[config.mk]
export PLATFORM = sky130hd
export DESIGN_NAME = script_lexer
export DESIGN_NICKNAME = d
export VERILOG_FILES = /design/src/rtl/slx_pkg.sv /design/src/rtl/slx_class.sv /design/src/rtl/script_lexer.sv
export SDC_FILE = /design/constraint.sdc
export NUM_CORES = 1
export LEC_CHECK = 0
export BUFFER_PORTS_ARGS = -buffer_cell sky130_fd_sc_hd__buf_2
export CAP_MARGIN = 20
export CORE_UTILIZATION = 67
export CTS_CLUSTER_SIZE = 28
export DETAILED_ROUTE_END_ITERATION = 8
export PLACE_DENSITY_LB_ADDON = 0.08
export SLEW_MARGIN = 10
export SYNTH_ARGS = -nofsm -noshare
export SYNTH_HDL_FRONTEND = slang
export SYNTH_HIERARCHICAL = 1
export SYNTH_SLANG_ARGS = --single-unit
[constraint.sdc]
create_clock -name clk -period 11.48 [get_ports clk]
set_clock_uncertainty 0.05 [all_clocks]
set_input_delay 0 -clock clk [delete_from_list [all_inputs] [get_ports clk]]
set_output_delay 0 -clock clk [all_outputs]
set_load 0.02 [all_outputs]
[src/rtl/slx_pkg.sv]
// Package for the script lexer: transaction types, token kinds, error codes
// and the keyword table. No dependencies.
package slx_pkg;

    typedef struct packed {
        logic [7:0] character;
        logic       at_end;
    } item_t;

    typedef struct packed {
        logic [4:0]  kind;
        logic [30:0] number;
        logic [4:0]  fraction_digits;
        logic [7:0]  text_char;
        logic        char_valid;
        logic [2:0]  error_code;
        logic        token_last;
    } token_t;

    typedef struct packed {
        logic       is_space;
        logic       is_digit;
        logic       is_alpha;
        logic       is_quote;
        logic       is_backslash;
        logic       is_point;
        logic [4:0] punct_kind;
        logic [7:0] esc_char;
    } char_class_t;

    localparam logic [4:0] KIND_EOF    = 5'd0;
    localparam logic [4:0] KIND_STRING = 5'd13;
    localparam logic [4:0] KIND_INT    = 5'd14;
    localparam logic [4:0] KIND_FLOAT  = 5'd15;
    localparam logic [4:0] KIND_NAME   = 5'd16;
    localparam logic [4:0] KIND_KW0    = 5'd17;

    localparam logic [2:0] ERR_NONE     = 3'd0;
    localparam logic [2:0] ERR_ESCAPE   = 3'd1;
    localparam logic [2:0] ERR_POINT    = 3'd2;
    localparam logic [2:0] ERR_OPEN_STR = 3'd3;
    localparam logic [2:0] ERR_BAD_CHAR = 3'd4;
    localparam logic [2:0] ERR_LONG     = 3'd5;
    localparam logic [2:0] ERR_OVERFLOW = 3'd6;

    localparam logic [30:0] NUM_MAX = 31'h7FFF_FFFF;

    localparam int NUM_KW = 5;
    localparam logic [NUM_KW-1:0][4:0][7:0] KW_TEXT = '{
        {8'h00, 8'h00, 8'h4E, 8'h55, 8'h46},
        {8'h45, 8'h4C, 8'h49, 8'h48, 8'h57},
        {8'h00, 8'h00, 8'h52, 8'h4F, 8'h46},
        {8'h00, 8'h45, 8'h53, 8'h4C, 8'h45},
        {8'h00, 8'h00, 8'h00, 8'h46, 8'h49}
    };
    localparam logic [NUM_KW-1:0][2:0] KW_LEN = '{3'd3, 3'd5, 3'd3, 3'd4, 3'd2};

endpackage

[src/rtl/slx_class.sv]
// Character classifier for the script lexer: character classes, punctuation
// kind and escape decoding. Depends on slx_pkg.
module slx_class
    import slx_pkg::*;
(
    input  logic [7:0]  character,
    output char_class_t cls
);

    always_comb
    begin
        cls.is_space     = (character == 8'h20) || (character >= 8'h09 && character <= 8'h0D);
        cls.is_digit     = (character >= 8'h30) && (character <= 8'h39);
        cls.is_alpha     = (character >= 8'h41 && character <= 8'h5A) ||
                           (character >= 8'h61 && character <= 8'h7A);
        cls.is_quote     = (character == 8'h22);
        cls.is_backslash = (character == 8'h5C);
        cls.is_point     = (character == 8'h2E);
        unique case (character)
            8'h28:   cls.punct_kind = 5'd1;
            8'h29:   cls.punct_kind = 5'd2;
            8'h2C:   cls.punct_kind = 5'd3;
            8'h3B:   cls.punct_kind = 5'd4;
            8'h7B:   cls.punct_kind = 5'd5;
            8'h7D:   cls.punct_kind = 5'd6;
            8'h3D:   cls.punct_kind = 5'd7;
            8'h2B:   cls.punct_kind = 5'd8;
            8'h2D:   cls.punct_kind = 5'd9;
            8'h2A:   cls.punct_kind = 5'd10;
            8'h2F:   cls.punct_kind = 5'd11;
            8'h25:   cls.punct_kind = 5'd12;
            default: cls.punct_kind = 5'd0;
        endcase
        unique case (character)
            8'h74:   cls.esc_char = 8'h09;
            8'h72:   cls.esc_char = 8'h0D;
            8'h6E:   cls.esc_char = 8'h0A;
            8'h22:   cls.esc_char = 8'h22;
            8'h5C:   cls.esc_char = 8'h5C;
            default: cls.esc_char = 8'h00;
        endcase
    end

endmodule

[src/rtl/script_lexer.sv]
// Top level of the script lexer: control sequencer, token state and the
// name buffer memory. Depends on slx_pkg and slx_class.
//
//  Channel  Direction  Payload  Handshake
//  item     in         item_t   item_valid / item_stall
//  token    out        token_t  token_valid / token_stall
//
// A character inside a string or a number passes the input and dispatch
// steps. A character read in idle, or one that ends a number or a name,
// also passes the start step. The dispatch and start steps wait while the
// output register is held. Flushing a plain name reads each character from
// the buffer memory and then loads it into the output register.
// Reset clears all control state; the name buffer is not cleared.
// item_stall is high whenever the sequencer is not waiting for a character.
module script_lexer
    import slx_pkg::*;
#(
    parameter int MAX_NAME = 16
)
(
    input  logic   clk,
    input  logic   rst_n,
    input  logic   item_valid,
    output logic   item_stall,
    input  item_t  item,
    output logic   token_valid,
    input  logic   token_stall,
    output token_t token
);

    localparam int AW = $clog2(MAX_NAME);
    localparam int LW = $clog2(MAX_NAME + 1);
    localparam logic [LW-1:0] MAX_LEN = LW'(MAX_NAME);

    localparam logic [2:0] S_IN       = 3'd0;
    localparam logic [2:0] S_DISPATCH = 3'd1;
    localparam logic [2:0] S_TAIL     = 3'd2;
    localparam logic [2:0] S_NAME_RD  = 3'd3;
    localparam logic [2:0] S_NAME_OUT = 3'd4;

    localparam logic [2:0] M_IDLE   = 3'd0;
    localparam logic [2:0] M_STRING = 3'd1;
    localparam logic [2:0] M_ESCAPE = 3'd2;
    localparam logic [2:0] M_NUMBER = 3'd3;
    localparam logic [2:0] M_NAME   = 3'd4;

    logic [2:0]        state_reg, state_next;
    logic [2:0]        mode_reg, mode_next;
    logic [30:0]       acc_reg, acc_next;
    logic              point_reg, point_next;
    logic [4:0]        frac_reg, frac_next;
    logic              ovf_reg, ovf_next;
    logic [LW-1:0]     len_reg, len_next;
    logic [AW-1:0]     idx_reg, idx_next;
    logic [NUM_KW-1:0] kw_reg, kw_next;
    logic [7:0]        ch_reg, ch_next;
    logic              end_reg, end_next;
    logic              out_valid_reg, out_valid_next;
    token_t            out_reg, out_next;

    logic [7:0]        name_mem [MAX_NAME];
    logic [7:0]        rdata_reg;
    logic              mem_we;
    logic [AW-1:0]     mem_waddr;

    char_class_t       cls;
    logic              can_put;
    logic              put;
    token_t            res;
    logic [34:0]       prod;
    logic [NUM_KW-1:0] kw_hit;
    logic [4:0]        kw_kind;

    slx_class u_class
    (
        .character (ch_reg),
        .cls       (cls)
    );

    assign item_stall  = (state_reg != S_IN);
    assign token_valid = out_valid_reg;
    assign token       = out_reg;
    assign can_put     = !out_valid_reg || !token_stall;
    assign prod        = ({4'b0, acc_reg} << 3) + ({4'b0, acc_reg} << 1) +
                         35'(ch_reg - 8'h30);

    always_comb
    begin
        kw_kind = KIND_EOF;
        for (int k = 0; k < NUM_KW; k++)
        begin
            kw_hit[k] = kw_reg[k] && (len_reg == LW'(KW_LEN[k]));
        end
        for (int k = NUM_KW - 1; k >= 0; k--)
        begin
            if (kw_hit[k])
            begin
                kw_kind = KIND_KW0 + 5'(k);
            end
        end
    end

    always_comb
    begin
        state_next = state_reg;
        mode_next  = mode_reg;
        acc_next   = acc_reg;
        point_next = point_reg;
        frac_next  = frac_reg;
        ovf_next   = ovf_reg;
        len_next   = len_reg;
        idx_next   = idx_reg;
        kw_next    = kw_reg;
        ch_next    = ch_reg;
        end_next   = end_reg;
        mem_we     = 1'b0;
        mem_waddr  = len_reg[AW-1:0];
        put        = 1'b0;
        res        = '0;
        res.token_last = 1'b1;

        unique case (state_reg)
            S_IN:
            begin
                if (item_valid)
                begin
                    ch_next    = item.character;
                    end_next   = item.at_end;
                    state_next = S_DISPATCH;
                end
            end
            S_DISPATCH:
            begin
                if (can_put)
                begin
                    state_next = S_IN;
                    if (end_reg || (mode_reg == M_IDLE))
                    begin
                        state_next = S_TAIL;
                        unique case (mode_reg)
                            M_NUMBER:
                            begin
                                put = 1'b1;
                                res.kind = point_reg ? KIND_FLOAT : KIND_INT;
                                res.number = acc_reg;
                                res.fraction_digits = point_reg ? frac_reg : 5'd0;
                                res.error_code = ovf_reg ? ERR_OVERFLOW : ERR_NONE;
                            end
                            M_NAME:
                            begin
                                if (kw_kind != KIND_EOF)
                                begin
                                    put = 1'b1;
                                    res.kind = kw_kind;
                                end
                                else
                                begin
                                    idx_next   = '0;
                                    state_next = S_NAME_RD;
                                end
                            end
                            M_STRING, M_ESCAPE:
                            begin
                                put = 1'b1;
                                res.error_code = ERR_OPEN_STR;
                            end
                            default:
                            begin
                            end
                        endcase
                        if (mode_reg != M_NAME || kw_kind != KIND_EOF)
                        begin
                            mode_next = M_IDLE;
                        end
                    end
                    else
                    begin
                        unique case (mode_reg)
                            M_STRING:
                            begin
                                if (cls.is_quote)
                                begin
                                    put = 1'b1;
                                    res.kind = KIND_STRING;
                                    mode_next = M_IDLE;
                                end
                                else if (cls.is_backslash)
                                begin
                                    mode_next = M_ESCAPE;
                                end
                                else
                                begin
                                    put = 1'b1;
                                    res.kind = KIND_STRING;
                                    res.text_char = ch_reg;
                                    res.char_valid = 1'b1;
                                    res.token_last = 1'b0;
                                end
                            end
                            M_ESCAPE:
                            begin
                                put = 1'b1;
                                if (cls.esc_char != 8'h00)
                                begin
                                    res.kind = KIND_STRING;
                                    res.text_char = cls.esc_char;
                                    res.char_valid = 1'b1;
                                    res.token_last = 1'b0;
                                    mode_next = M_STRING;
                                end
                                else
                                begin
                                    res.error_code = ERR_ESCAPE;
                                    mode_next = M_IDLE;
                                end
                            end
                            M_NUMBER:
                            begin
                                if (cls.is_digit)
                                begin
                                    if (prod > {4'b0, NUM_MAX})
                                    begin
                                        acc_next = NUM_MAX;
                                        ovf_next = 1'b1;
                                    end
                                    else
                                    begin
                                        acc_next = prod[30:0];
                                    end
                                    if (point_reg && frac_reg != 5'd31)
                                    begin
                                        frac_next = frac_reg + 5'd1;
                                    end
                                end
                                else if (cls.is_point)
                                begin
                                    if (point_reg)
                                    begin
                                        put = 1'b1;
                                        res.error_code = ERR_POINT;
                                        mode_next = M_IDLE;
                                    end
                                    else
                                    begin
                                        point_next = 1'b1;
                                    end
                                end
                                else
                                begin
                                    put = 1'b1;
                                    res.kind = point_reg ? KIND_FLOAT : KIND_INT;
                                    res.number = acc_reg;
                                    res.fraction_digits = point_reg ? frac_reg : 5'd0;
                                    res.error_code = ovf_reg ? ERR_OVERFLOW : ERR_NONE;
                                    mode_next = M_IDLE;
                                    state_next = S_TAIL;
                                end
                            end
                            default:
                            begin
                                if (cls.is_alpha)
                                begin
                                    if (len_reg < MAX_LEN)
                                    begin
                                        mem_we = 1'b1;
                                        len_next = len_reg + LW'(1);
                                        for (int k = 0; k < NUM_KW; k++)
                                        begin
                                            kw_next[k] = kw_reg[k] &&
                                                (len_reg < LW'(KW_LEN[k])) &&
                                                (KW_TEXT[k][len_reg[2:0]] == ch_reg);
                                        end
                                    end
                                    else
                                    begin
                                        put = 1'b1;
                                        res.error_code = ERR_LONG;
                                        mode_next = M_IDLE;
                                    end
                                end
                                else if (kw_kind != KIND_EOF)
                                begin
                                    put = 1'b1;
                                    res.kind = kw_kind;
                                    mode_next = M_IDLE;
                                    state_next = S_TAIL;
                                end
                                else
                                begin
                                    idx_next   = '0;
                                    state_next = S_NAME_RD;
                                end
                            end
                        endcase
                        if (mode_next == M_IDLE)
                        begin
                            acc_next   = '0;
                            point_next = 1'b0;
                            frac_next  = '0;
                            ovf_next   = 1'b0;
                            if (state_next != S_NAME_RD)
                            begin
                                len_next = '0;
                            end
                        end
                    end
                end
            end
            S_NAME_RD:
            begin
                state_next = S_NAME_OUT;
            end
            S_NAME_OUT:
            begin
                if (can_put)
                begin
                    put = 1'b1;
                    res.kind = KIND_NAME;
                    res.text_char = rdata_reg;
                    res.char_valid = 1'b1;
                    res.token_last = (LW'(idx_reg) + LW'(1) == len_reg);
                    if (res.token_last)
                    begin
                        mode_next  = M_IDLE;
                        len_next   = '0;
                        state_next = S_TAIL;
                    end
                    else
                    begin
                        idx_next   = idx_reg + AW'(1);
                        state_next = S_NAME_RD;
                    end
                end
            end
            default:
            begin
                if (can_put)
                begin
                    state_next = S_IN;
                    acc_next   = '0;
                    point_next = 1'b0;
                    frac_next  = '0;
                    ovf_next   = 1'b0;
                    len_next   = '0;
                    mode_next  = M_IDLE;
                    if (end_reg)
                    begin
                        put = 1'b1;
                    end
                    else if (cls.is_space)
                    begin
                    end
                    else if (cls.punct_kind != 5'd0)
                    begin
                        put = 1'b1;
                        res.kind = cls.punct_kind;
                    end
                    else if (cls.is_quote)
                    begin
                        mode_next = M_STRING;
                    end
                    else if (cls.is_digit)
                    begin
                        mode_next = M_NUMBER;
                        acc_next  = 31'(ch_reg - 8'h30);
                    end
                    else if (cls.is_alpha)
                    begin
                        mode_next = M_NAME;
                        mem_we    = 1'b1;
                        mem_waddr = '0;
                        len_next  = LW'(1);
                        for (int k = 0; k < NUM_KW; k++)
                        begin
                            kw_next[k] = (KW_TEXT[k][0] == ch_reg);
                        end
                    end
                    else
                    begin
                        put = 1'b1;
                        res.error_code = ERR_BAD_CHAR;
                    end
                end
            end
        endcase

        out_valid_next = out_valid_reg && token_stall;
        out_next       = out_reg;
        if (put)
        begin
            out_valid_next = 1'b1;
            out_next       = res;
        end
    end

    always_ff @(posedge clk)
    begin
        if (mem_we)
        begin
            name_mem[mem_waddr] <= ch_reg;
        end
        rdata_reg <= name_mem[idx_reg];
    end

    always_ff @(posedge clk or negedge rst_n)
    begin
        if (!rst_n)
        begin
            state_reg     <= S_IN;
            mode_reg      <= M_IDLE;
            acc_reg       <= '0;
            point_reg     <= 1'b0;
            frac_reg      <= '0;
            ovf_reg       <= 1'b0;
            len_reg       <= '0;
            idx_reg       <= '0;
            kw_reg        <= '0;
            end_reg       <= 1'b0;
            out_valid_reg <= 1'b0;
        end
        else
        begin
            state_reg     <= state_next;
            mode_reg      <= mode_next;
            acc_reg       <= acc_next;
            point_reg     <= point_next;
            frac_reg      <= frac_next;
            ovf_reg       <= ovf_next;
            len_reg       <= len_next;
            idx_reg       <= idx_next;
            kw_reg        <= kw_next;
            end_reg       <= end_next;
            out_valid_reg <= out_valid_next;
        end
    end

    always_ff @(posedge clk)
    begin
        ch_reg  <= ch_next;
        out_reg <= out_next;
    end

    assert property (@(posedge clk) disable iff (!rst_n) len_reg <= MAX_LEN)
        else $error("Name length exceeds the buffer depth.");

    assert property (@(posedge clk) disable iff (!rst_n)
        (token_valid && token.error_code != ERR_NONE && token.error_code != ERR_OVERFLOW)
        |-> (token.kind == KIND_EOF && token.token_last))
        else $error("Error transaction is not a final kind-zero result.");

    assert property (@(posedge clk) disable iff (!rst_n)
        (token_valid && token.char_valid)
        |-> (token.kind == KIND_STRING || token.kind == KIND_NAME))
        else $error("Character carried by a token kind without text.");

    assert property (@(posedge clk) disable iff (!rst_n)
        (state_reg == S_NAME_OUT) |-> (LW'(idx_reg) < len_reg))
        else $error("Name flush reads beyond the stored length.");

    assert property (@(posedge clk) disable iff (!rst_n)
        (item_valid && !item_stall) |=> (state_reg == S_DISPATCH))
        else $error("Accepted character was not dispatched.");

endmodule
==> run metrics, run 1 <==
maximum ir drop on the vdd rail 0.3719 mV; leakage power total 5.970 nW; area growth from synthesis to layout 10.82%; number of instances in the synthesized netlist 1279; I/O pin cnt 69; final hold viol count 0; capturing element type of the critical path flip-flop; netlist area before placement 14740 um^2; Detailed Routing Iterations Pass 1 9; ranking of synthesized cells by instance count edfxtp_1 (190), nand2_1 (106), o21ai_0 (91), nor2_1 (74), a21oi_1 (67); status complete, but fails checks; kind of critical path flip-flop to flip-flop; Iter 0 DRT Violations 1378; final net count 1427; post-DP HPWL 25.94 mm; share of final-layout standard cells stronger than drive strength 1 15.23%; clock latency on the worst-skew pair 0.56 ns; biggest area consumer among synthesized cells edfxtp_1; buffers from clock root to sink, at most 3; number of H-tree branching levels 1; wire length of the first global-routing pass 60.32 mm; max-slew violation count 0; proportion of synthesized chip area in sequential cells 49.97%; total CTS buffers 26; final routed DRC violation total 1; number of inserted diodes 0; number of distinct library cells after synthesis 87; x dimension of the die 150.3 um; total detailed-routing wirelength 38.53 mm; share of the clock period used by the worst path after layout 48.84%; aggregate global routing overflow 0; Synth Flop Type edfxtp_1; launching element of the worst setup path ch_reg[6]; Synth area leaders edfxtp_1 (39%), dfrtp_1 (10%), mux4_2 (6.1%), ha_1 (4.2%), fa_1 (4.1%); data arrival time of the critical path 5.94 ns; number of flops mapped to enable cells by yosys 190; classification of the worst-slack hold path input pin to asynchronous set/reset pin; maximum frequency from static timing analysis 0.1783 GHz; Largest register FFs 128; total setup violations reported at the end of the flow 0; Global Route Usage Sum 35.44%; pre-CTS setup slack 6.103 ns; crit path to acc_reg[10]; Async SR Flop Fraction 23.26%; number of global-route vias before repair 10942; headroom to the max-slew limit 34.95%; minimum setup slack in the final design 5.873 ns; Pwr per Cell Area 339.1 nW/um^2; overall die area 22600 um^2; count of synthesis-stage warnings from yosys 6; RSZ-0062 raised after global routing no; last weighted congestion value of the routability-driven placer 0.9760; synthesized area per cell 11.53 um^2; via count 11280; area of the core 21290 um^2; Worst EP required 11.81 ns; top fanout value on the critical path 47; clock transition time at the flip-flop clock pins of the worst setup and hold paths 0.07 ns; pin count of the biggest net entering global routing 61; crit path launch type flip-flop; cell row count 53; Vert. Die Dim 150.3 um; fill count 1293; reg2reg start ch_reg[6]; most frequent cell after synthesis edfxtp_1; violated checks design-rule violations; CTS sink count 258; fin crit period 5.607 ns; depth of the most critical reg-to-reg path 12; share of the synthesized area in the top cell type 38.70%; transition time at the pin with the least slew margin 0.9757 ns; count of antenna-violating nets left after detailed routing 0; max-capacitance violation count 0; initial cell density of the core 69.26%; Post-CTS Repair Setup Buffers 0; vias per cell 6.929; total of flip-flops plus latches after synthesis 258; average detailed-routed wire length per instance 23.66 um; number of antenna violations at the first check in global routing 1; setup slack on the worst flop-to-flop path 5.87 ns; total negative setup slack 0 ns; clock tree from TritonCTS built; Worst R2R End acc_reg[10]; number of buffer cells added on primary ports 68; root buffer cell clkbuf_16
-- worst min-delay path by stage --
| stage | from | depth (start not counted) | endpoint | slack, ns |
|---|---|---|---|---|
| 2_1_floorplan | rst_n | 0 | acc_reg[0] | -0.35 |
| 3_3_place_gp | item[2] | 1 | ch_reg[1] | 0.13 |
| 3_5_place_dp | item[2] | 1 | ch_reg[1] | 0.13 |
| 4_1_cts | item[6] | 2 | ch_reg[5] | 0.1 |
| 5_1_grt | item[3] | 2 | ch_reg[2] | 0.10 |
| 6_report | rst_n | 3 | mode_reg[2] | 0.07 |
-- placed cells by master (no fill, tap or decap), types with 8 or more instances in the layout --
cell type      count
mux4_2            40
a21oi_1           66
nand2_1          106
nor2b_1           19
a21o_1            10
nand3_1           37
and2_1            40
xor2_1            26
buf_4             26
dlygate4sd3_1     14
and3_1             9
nand4_1           24
ha_1              50
buf_2             68
a22oi_1           14
nand2b_1          11
clkbuf_16         26
edfxtp_1         190
nor3_1            23
a31oi_1           35
xnor2_1           23
nor4_1            13
o31ai_1            8
inv_1             33
or3_1              9
dfxtp_1            8
o211ai_1          15
fa_1              30
dfrtp_1           58
nor2_1            74
o21a_1            13
o21ai_0           91
-- cells by family after synthesis --
group	count (synthesis)	synth area share [%]
flip-flops	258	49.97
buffers and inverters	116	3.386
AO/OA/AOI/OAI	321	14.29
other	1	0.02543
AND/OR/NAND/NOR	409	14.64
multiplexers	45	6.466
XOR/XNOR	49	2.911
adder cells (fa/ha/maj)	80	8.316
-- worst max-delay path, cell delays in order (launching register included) --
cell,delay (ns)
edfxtp_1,0.66
buf_4,0.33
or4b_4,0.51
or3_4,0.36
nor3_1,0.68
nor2b_1,0.16
or2_2,0.33
a32oi_1,0.32
a31oi_1,0.28
a21oi_2,0.21
buf_4,0.40
and2_1,0.83
a31oi_1,0.26
-- stage by stage --
stage                     utilization (%)  power [mW]  instance area (um^2)  cells  hold WS, ns
final                               76.76       5.540                 16340   1628      0.07380
after global routing                76.76       5.902                 16340   1628       0.1015
after CTS                           76.72       5.502                 16330   1627      0.09577
after detailed placement            71.75       4.581                 15270   1566       0.1281
after global placement              71.75       4.509                 15270   1566       0.1271
after floorplan                         -       3.847                 14750   1280      -0.3456
-- metal layers --
layer,global-route usage [%],vias to the layer above,wire [um]
met5,0,-,0
met4,13.38,0,1387
met3,5.273,145,3545
met2,59.03,738,18940
met1,47.21,5438,14660
li1,-,4959,-
-- what timing repair did --
item / CTS / global route
resized for setup: 0 / 0
endpoints found under the hold margin: 73 / 0
hold buffers: 14 / 0
setup endpoints to repair: 0 / 0
-- where the power goes --
part	switching, mW	internal [mW]	leakage, nW
sequential	0.222	1.27	2.59
combinational	1.99	1.16	2.95
clock	0.368	0.528	0.432
-- area by class of cell --
cell class	instances	area [um^2]	share of cell area (%)
Clock buffer	30	695.7	4.258
Sequential cell	258	7370	45.10
Inverter	34	127.6	0.7811
Timing Repair Buffer	108	675.6	4.135
Clock inverter	17	222.7	1.363
Tap cell	275	344.1	2.106
Multi-Input combinational cell	906	6904	42.25
Note: power is estimated with default switching activity, not from simulation.
==> inputs of run 2 (changes only) <==
--- a/config.mk
+++ b/config.mk
@@ -7,7 +7,7 @@
 export LEC_CHECK = 0
 export BUFFER_PORTS_ARGS = -buffer_cell sky130_fd_sc_hd__buf_2
 export CAP_MARGIN = 20
-export CORE_UTILIZATION = 67
+export CORE_UTILIZATION = 62
 export CTS_CLUSTER_SIZE = 28
 export DETAILED_ROUTE_END_ITERATION = 8
 export PLACE_DENSITY_LB_ADDON = 0.08
==> constraint.sdc (replaced) <==
create_clock -name clk -period 5.7 [get_ports clk]
set_clock_uncertainty 0.05 [all_clocks]
set_input_delay 0 -clock clk [delete_from_list [all_inputs] [get_ports clk]]
set_output_delay 0 -clock clk [all_outputs]
set_load 0.02 [all_outputs]
==> run metrics, run 2 (synthesized netlist as in run 1, its figures left out) <==
Power Internal 5.916 mW (+100%); clock transition time at the flip-flop clock pins of the worst setup and hold paths 0.07 ns (about the same); max-slew violation count 0 (unchanged); CTS sink count 258 (unchanged); headroom to the max-slew limit 29.90% (-5.1 points); total negative setup slack 0 ns (unchanged); clock tree from TritonCTS built; Vert. Die Dim 156.2 um (+3.9%); Comb power frac 56.8% (about the same); post-DP HPWL 25.70 mm (-0.95%); cell-by-cell listing of the critical path ha_1 -> nor3_4 -> buf_4 -> fa_1 -> ha_1 -> a21oi_1 -> o211ai_1 -> a221oi_2 -> o2111ai_1 -> and4b_1 -> a311o_1 -> nor4_4 -> buf_4 -> a31oi_1; utilization after layout 70.20% (-6.6 points); launching element of the worst setup path ch_reg[4]; largest stage delay on the critical path 0.59 ns (-0.24 ns); share of the clock period used by the worst path after layout 89.76% (+41 points); transition time at the pin with the least slew margin 1.048 ns (+0.07189 ns); Post-CTS Repair Setup Buffers 0 (unchanged); reg2reg start ch_reg[4]; Detailed Routing Iterations Pass 1 6 (-3); classification of the worst-slack hold path input pin to asynchronous set/reset pin; Iter 0 DRT Violations 909 (-34%); maximum ir drop on the vdd rail 0.7745 mV (+110%); last weighted congestion value of the routability-driven placer 0.9674 (-0.88%); total CTS buffers 27 (+3.8%); leakage power total 6.008 nW (+0.64%); count of antenna-violating nets left after detailed routing 0 (unchanged); root buffer cell clkbuf_16; fin crit period 5.116 ns (-0.4913 ns); data arrival time of the critical path 5.45 ns (-0.49 ns); area growth from synthesis to layout 11.43%; number of buffer cells added on primary ports 68 (unchanged); aggregate global routing overflow 0 (unchanged); via count 10837 (-3.9%); cell type group with the largest total delay on the critical path compound AO/OA/AOI/OAI gates; final routed DRC violation total 0 (-1); area of the core 23400 um^2 (+9.9%); number of global-route vias before repair 10522 (-3.8%); average detailed-routed wire length per instance 21.96 um (-7.2%); clock latency on the worst-skew pair 0.55 ns (about the same); maximum frequency from static timing analysis 0.1955 GHz (+9.6%); overall die area 24400 um^2 (+8.0%); Worst R2R End acc_reg[12]; total setup violations reported at the end of the flow 0 (unchanged); initial cell density of the core 63.00% (-6.3 points); depth of the most critical reg-to-reg path 14 (+2); final net count 1433 (+0.42%); fill count 1719 (+33%); Global Route Usage Sum 31.34% (-4.1 points); total detailed-routing wirelength 36.91 mm (-4.2%); worst path bufs/invs 2 (unchanged); pin count of the biggest net entering global routing 61 (unchanged); Clock Power Share 16.1% (about the same); final hold viol count 0 (unchanged); commonest non-fill, non-tap cell in the layout edfxtp_1; setup slack on the worst flop-to-flop path 0.58 ns (-5.29 ns); kind of critical path flip-flop to flip-flop; top fanout value on the critical path 30 (-36%); Largest register FFs 128 (unchanged); number of H-tree branching levels 1 (unchanged); commonest cells after routing, fill and taps aside edfxtp_1 (190), nand2_1 (106), o21ai_0 (91); Worst EP required 6.03 ns (-5.78 ns); share of final-layout standard cells stronger than drive strength 1 15.50% (+0.28 points); RSZ-0062 raised after global routing no; critical path's slowest cell edfxtp_1; crit path launch type flip-flop; sequential group share of total power 27.1% (about the same); x dimension of the die 156.2 um (+3.9%); Pwr per Cell Area 669.9 nW/um^2 (+98%); vias per cell 6.447 (-7.0%); number of antenna violations at the first check in global routing 2 (+1); capturing element type of the critical path flip-flop; fraction of power spent switching nets 46.25% (-0.24 points); I/O pin cnt 69 (unchanged); net switching power of the design 5.090 mW (+98%); wire length of the first global-routing pass 58.39 mm (-3.2%); buffers from clock root to sink, at most 3 (unchanged); status finished clean; cell row count 56 (+5.7%); max-capacitance violation count 0 (unchanged)
==> run 2: changes by cell type in the layout (fill, tap and decap cells not counted), moves of 2 or more <==
cell / previous run / this run
bufinv_16: 4 / 2
buf_4: 26 / 31
clkbuf_1: 1 / 4
inv_6: 0 / 2
clkinvlp_4: 5 / 1
==> run 2: worst max path at each step <==
stage / end / slack, ns / cells past startpoint
floorplan: token[0] / -0.009 / 9
global placement: acc_reg[17] / 0.86 / 14
detailed placement: acc_reg[19] / 0.66 / 14
CTS: acc_reg[12] / 0.64 / 14
global route: acc_reg[23] / 0.32 / 14
finish: acc_reg[12] / 0.58 / 14
==> run 2: final cells by class <==
cell class,count,area (um^2),area share [%]
Antenna cell,1,2.502,0.01523
Clock buffer,34,732.0,4.455
Clock inverter,16,170.2,1.036
Inverter,34,127.6,0.7768
Multi-Input combinational cell,906,6917,42.10
Sequential cell,258,7368,44.85
Tap cell,319,399.1,2.429
Timing Repair Buffer,113,713.2,4.341
==> run 2: per-stage QoR <==
step	hold WS (ns)	cells	instance area, um^2	worst slack (ns)	power [mW]
after floorplan	-0.3456	1280	14760	-0.009447	7.735
after global placement	0.1270	1616	15380	0.8596	9.081
after detailed placement	0.1281	1616	15380	0.6602	9.166
after CTS	0.09859	1680	16430	0.6406	10.97
after global routing	0.1242	1680	16430	0.3249	11.73
final	0.1043	1681	16430	0.5839	11.01
==> run 2: power groups by stage <==
stage	combinational [mW]	sequential (mW)	clock (mW)
after floorplan	4.58	3.16	0
after global placement	6.06	3.02	0
after detailed placement	6.15	3.01	0
after CTS	6.20	2.99	1.79
after global routing	6.83	3.05	1.85
final	6.25	2.98	1.77
==> run 2: layer usage <==
metal | up-vias | routed length (um) | global-route usage, %
li1 | 4968 | - | -
met3 | 83 | 2720 | 4.680
met1 | 5313 | 15450 | 43.82
met5 | - | 0 | 0
met4 | 0 | 1241 | 11.76
met2 | 473 | 17500 | 50.00
==> run 2: what timing repair did <==
item,in CTS,in global routing
hold buffers,14,0
setup endpoints to repair,0,0
gates resized for setup,0,0
hold endpoints to repair,73,0
==> run 2: worst register-to-register path, cell delays in order (launching register included) <==
cell	delay, ns
edfxtp_1	0.59
ha_1	0.35
nor3_4	0.13
buf_4	0.42
fa_1	0.52
ha_1	0.41
a21oi_1	0.34
o211ai_1	0.17
a221oi_2	0.33
o2111ai_1	0.15
and4b_1	0.20
a311o_1	0.36
nor4_4	0.36
buf_4	0.40
a31oi_1	0.17
